## src/sv/sahc_pkg.sv

```systemverilog
// shared types and constants for the sample address hash counter
// no dependencies; imported by the hash unit and the top level
package sahc_pkg;

    localparam int ADDR_W   = 64;
    localparam int COUNT_W  = 32;
    localparam int SEL_W    = 12;
    localparam int STATUS_W = 3;
    localparam int TOTAL_W  = 64;
    localparam int HASH_W   = 16;
    localparam int WORD_W   = ADDR_W + COUNT_W;

    localparam logic [63:0] GOLDEN_MUL = 64'h9E37_79B9_7F4A_7C15;
    localparam int          HASH_SHIFT = 48;
    localparam int          ADDR_SHIFT = 2;

    localparam logic OP_RECORD = 1'b0;
    localparam logic OP_READ   = 1'b1;

    localparam logic [STATUS_W-1:0] ST_COUNTED  = 3'd0;
    localparam logic [STATUS_W-1:0] ST_INSERTED = 3'd1;
    localparam logic [STATUS_W-1:0] ST_DROPPED  = 3'd2;
    localparam logic [STATUS_W-1:0] ST_IGNORED  = 3'd3;
    localparam logic [STATUS_W-1:0] ST_READ     = 3'd4;

    typedef struct packed {
        logic              operation;
        logic [ADDR_W-1:0] sample_address;
        logic [SEL_W-1:0]  slot_select;
    } sahc_req_t;

    typedef struct packed {
        logic [STATUS_W-1:0] status;
        logic [SEL_W-1:0]    slot_used;
        logic [ADDR_W-1:0]   slot_address;
        logic [COUNT_W-1:0]  slot_count;
        logic [TOTAL_W-1:0]  total_samples;
        logic [TOTAL_W-1:0]  dropped_samples;
    } sahc_rsp_t;

endpackage

```

## src/sv/sahc_hash.sv

```systemverilog
// golden-ratio hash of a sample address, low 64 product bits built from
// three 32x32 partial products on one shared multiplier; uses sahc_pkg
module sahc_hash
    import sahc_pkg::*;
(
    input  logic              clk,
    input  logic              rst_n,
    input  logic              start,
    input  logic [ADDR_W-1:0] addr,
    output logic              done,
    output logic [HASH_W-1:0] hash
);

    logic [63:0] a_reg;
    logic [1:0]  step_reg;
    logic        busy_reg;
    logic        done_reg;
    logic [63:0] prod_reg;
    logic [63:0] acc_reg;
    logic [31:0] mul_a;
    logic [31:0] mul_b;

    // step 0: lo*lo, step 1: lo*hi, step 2: hi*lo
    assign mul_a = (step_reg == 2'd2) ? a_reg[63:32] : a_reg[31:0];
    assign mul_b = (step_reg == 2'd1) ? GOLDEN_MUL[63:32] : GOLDEN_MUL[31:0];

    always_ff @(posedge clk or negedge rst_n)
    begin
        if (!rst_n)
        begin
            busy_reg <= 1'b0;
            done_reg <= 1'b0;
            step_reg <= 2'd0;
        end
        else
        begin
            done_reg <= busy_reg && (step_reg == 2'd3);
            if (start)
            begin
                busy_reg <= 1'b1;
                step_reg <= 2'd0;
            end
            else if (busy_reg)
            begin
                step_reg <= step_reg + 2'd1;
                if (step_reg == 2'd3)
                begin
                    busy_reg <= 1'b0;
                end
            end
        end
    end

    always_ff @(posedge clk)
    begin
        if (start)
        begin
            a_reg <= addr >> ADDR_SHIFT;
        end
        if (busy_reg)
        begin
            prod_reg <= 64'(mul_a) * 64'(mul_b);
            if (step_reg == 2'd1)
            begin
                acc_reg <= prod_reg;
            end
            else if (step_reg[1])
            begin
                // cross terms only reach the upper half
                acc_reg <= acc_reg + {prod_reg[31:0], 32'd0};
            end
        end
    end

    assign done = done_reg;
    assign hash = acc_reg[HASH_SHIFT +: HASH_W];

endmodule

```

## config.mk

```make
export PLATFORM = sky130hd
export DESIGN_NAME = sahc_hash
export DESIGN_NICKNAME = d
export VERILOG_FILES = /design/src/sv/sahc_pkg.sv /design/src/sv/sahc_hash.sv
export SDC_FILE = /design/constraint.sdc
export NUM_CORES = 2
export LEC_CHECK = 0
export BUFFER_PORTS_ARGS = -buffer_cell sky130_fd_sc_hd__clkbuf_2
export CAP_MARGIN = 20
export CORE_UTILIZATION = 46
export CTS_BUF_LIST = sky130_fd_sc_hd__clkbuf_8
export DETAILED_ROUTE_END_ITERATION = 8
export GPL_TIMING_DRIVEN = 0
export PLACE_DENSITY = 0.59
export SETUP_SLACK_MARGIN = 0.4
export SYNTH_ARGS = -nofsm -noshare
export SYNTH_HDL_FRONTEND = slang
export SYNTH_SLANG_ARGS = --single-unit
```

## constraint.sdc

```tcl
create_clock -name clk -period 11.57 [get_ports clk]
set_clock_uncertainty 0.2 [all_clocks]
set_input_delay 2.314 -clock clk [delete_from_list [all_inputs] [get_ports clk]]
set_output_delay 2.314 -clock clk [all_outputs]
set_load 0.1 [all_outputs]
```

==> out/qor.json <==
{
  "status": {"value": "completed"},
  "worst_setup_hold_path_clk_slew": {"value": 0.11, "unit": "ns"},
  "cp_common_cell": {"value": "fa_1"},
  "boundaryPins": {"value": 84},
  "maximum_number_of_pins_on_one_net_before_global_route_repair": {"value": 70},
  "cts_root_buffer": {"value": "clkbuf_8"},
  "yosysTopAreaCell": {"value": "fa_1"},
  "max-cap-violations": {"value": 0},
  "floorplan.rows": {"value": 98},
  "gp_congestion": {"value": 1.03},
  "wire_per_inst": {"value": 25.0, "unit": "um"},
  "grt_pass1_wl": {"value": 165000, "unit": "um"},
  "detail_route.iter0.violations": {"value": 2134},
  "cts_num_sinks": {"value": 162},
  "wl": {"value": 113000, "unit": "um"},
  "synth_cell_type_count": {"value": 86},
  "critical_path.startpoint_type": {"value": "flop"},
  "cp_slowest_cell": {"value": "clkdlybuf4s15_1"},
  "detailedPlacementHpwl": {"value": 98300, "unit": "um"},
  "clock_tree_from_tritoncts": {"value": "done"},
  "max_freq": {"value": 91.3, "unit": "MHz"},
  "layout_worst_path_cycle_share": {"value": 0.947},
  "layout-area-overhead-vs-synth": {"value": 6.97, "unit": "%"},
  "critical_path.top_delay_family": {"value": "adder cells"},
  "clock_path_buffers": {"value": 2},
  "worstSetupPathType": {"value": "flop to flop"},
  "numPortBuffers": {"value": 81},
  "yosysSeqAreaShare": {"value": 0.144},
  "yosys_warning_count": {"value": 0},
  "grt_usage": {"value": 0.311},
  "detail_route.first_pass.iterations": {"value": 5},
  "die-area": {"value": 74100, "unit": "um^2"},
  "hold_violations": {"value": 0},
  "slowest_delay": {"value": 0.73, "unit": "ns"},
  "timing.critical_path.fanout_max": {"value": 10},
  "top_flip_flop_cell_by_instance_count_after_synthesis": {"value": "edfxtp_1"},
  "crit_required": {"value": 11.68, "unit": "ns"},
  "post_route_cells_drive_above_1_share": {"value": 0.0707},
  "antenna_violating_nets_post_route": {"value": 0},
  "worst_ep_arrival_time": {"value": 11.07, "unit": "ns"},
  "mappedNetlistArea": {"value": 33600, "unit": "um^2"},
  "worst_max_slew_pin_slew": {"value": 1.21, "unit": "ns"},
  "first_global_vias": {"value": 25500},
  "post_synth_main_area_contributors": {"value": "fa_1 (35%), ha_1 (17%), edfxtp_1 (14%), inv_1 (9.6%), xnor2_1 (3.2%)"},
  "setup_repair_after_global_routing_missed_its_margin": {"value": "false"},
  "die_w": {"value": 272, "unit": "um"},
  "num-nets-final": {"value": 4664},
  "final_util": {"value": 0.500},
  "hold_ws": {"value": 0.347, "unit": "ns"},
  "cts_htree_levels": {"value": 4},
  "clkLatencyLatePin": {"value": 0.51, "unit": "ns"},
  "synth_edf_count": {"value": 158},
  "average_cell_area_after_synthesis": {"value": 9.83, "unit": "um^2"},
  "timing.final.max_slew_violations": {"value": 0},
  "cts_hold_buf": {"value": 0},
  "critical_path.endpoint_type": {"value": "flop"},
  "leftover_overflow_at_the_end_of_global_routing": {"value": 0},
  "initial_core_util": {"value": 0.467},
  "finalSetupViolations": {"value": 0},
  "detail_route.drc_violations": {"value": 0},
  "timing.setup.tns": {"value": 0, "unit": "ns"},
  "post-route-min-period": {"value": 10.96, "unit": "ns"},
  "timing.critical_path.buf_inv": {"value": 7},
  "synthDominantCellAreaShare": {"value": 0.346},
  "grt_antenna_before_repair": {"value": 4},
  "floorplan.core_area": {"value": 71900, "unit": "um^2"},
  "netlist_instances": {"value": 3416},
  "ys_ff_latch": {"value": 162},
  "largest_register_ffs": {"value": 64},
  "numCtsBuffers": {"value": 17},
  "dieHeight": {"value": 272, "unit": "um"},
  "relSlewSlack": {"value": 0.191},
  "asyncSetResetFlopFracSynth": {"value": 0.0247},
  "dr_total_vias": {"value": 24700},
  "min-delay-path-class": {"value": "flop to flop"},
  "vias_per_cell": {"value": 5.47}
}
==> layout by cell type, fill, tap and decap left out, drive strengths merged, types with 9 or more instances in the layout <==
cell type and n:
nand2 168, buf 63, a211oi 16, and2 11, o21ai 114, nand2b 30
mux2i 19, mux2 21, o31ai 9, nor2b 9, edfxtp 158, and3 11
ha 468, a21oi 168, nor2 175, o21a 17, xnor2 121, nand4 26
clkinv 11, inv 865, a31oi 20, nand3 19, or2 25, nor3 25
conb 16, fa 580, a21o 70, o21bai 19, xor2 49, clkbuf 167
==> per-stage QoR <==
stage                     std cells  instance area (um^2)  setup slack, ns
after floorplan                3430                 33600             2.42
after global placement         4461                 35200           -0.555
after detailed placement       4476                 35400            0.182
after CTS                      4508                 35800            0.513
after global routing           4512                 35900            0.411
final                          4513                 35900            0.611
==> worst paths after layout <==
| check | from | endpoint | slack (ns) | depth (start not counted) |
|---|---|---|---|---|
| worst min register to register | prod_reg[33]$_DFFE_PP_ | acc_reg[33]$_DFFE_PP_ | 0.35 | 2 |
| min in group asynchronous | rst_n | step_reg[0]$_DFFE_PN0P_ | 1.38 | 1 |
| worst max-delay path | step_reg[1]$_DFFE_PN0P_ | prod_reg[62]$_DFFE_PP_ | 0.61 | 28 |
| worst max register to register | step_reg[1]$_DFFE_PN0P_ | prod_reg[62]$_DFFE_PP_ | 0.61 | 28 |
| worst min-delay path | prod_reg[33]$_DFFE_PP_ | acc_reg[33]$_DFFE_PP_ | 0.35 | 2 |
| max in group asynchronous | rst_n | busy_reg$_DFF_PN0_ | 9.63 | 1 |
==> what timing repair did <==
item / CTS / global route
resized for setup: 2 / 30
setup endpoints to repair: 4 / 7
buffers inserted: 0 / 3
==> cell families after synthesis <==
group / after synthesis / share of synthesized area
xor gates and xnor gates: 170 / 0.0444
AOI/OAI and AO/OA: 495 / 0.0928
buffers and inverters: 984 / 0.115
other: 2 / 0.000224
and+or+nand+nor: 515 / 0.0699
DFF: 162 / 0.144
muxes: 40 / 0.0127
adders and majority gates: 1048 / 0.520
==> cells in the mapped netlist (49+ instances only) <==
library cell and n:
a21o_1 69, fa_1 580, nor2_1 175, nand2_1 167, o21ai_0 114, inv_1 856, xnor2_1 121, edfxtp_1 158
xor2_1 49, a21oi_1 168, ha_1 468, clkbuf_1 65
==> final cells by class <==
type                    count  area (um^2)
inverters                 864         3250
diodes                      1         2.50
fillers                  6913        35900
clock buffers              17          234
well taps                 950         1190
flip-flops and latches    162         4850
multi-input cells        2284        24900
repair buffers            100          648
clock inverters            15          163
plain buffers             120          649
==> routing by layer <==
metal,global-route usage,up-vias,routed length [um]
met5,0,-,29
met4,0.191,4,7920
met3,0.0525,299,8400
met2,0.488,1087,51200
met1,0.403,12300,45400
li1,-,11000,-
==> worst register-to-register path, delay by kind of cell, from the launching register on <==
kind	cells	cell delay (ns)
fa+ha+maj	10	4.72
buf+inv	7	2.22
compound gates	6	1.73
simple gates	4	1.21
flops	1	0.43
xor+xnor	1	0.29
Power is left out: the tool's default activity adds up to more than one toggle a clock period on the data nets, which glitch-free logic cannot reach.
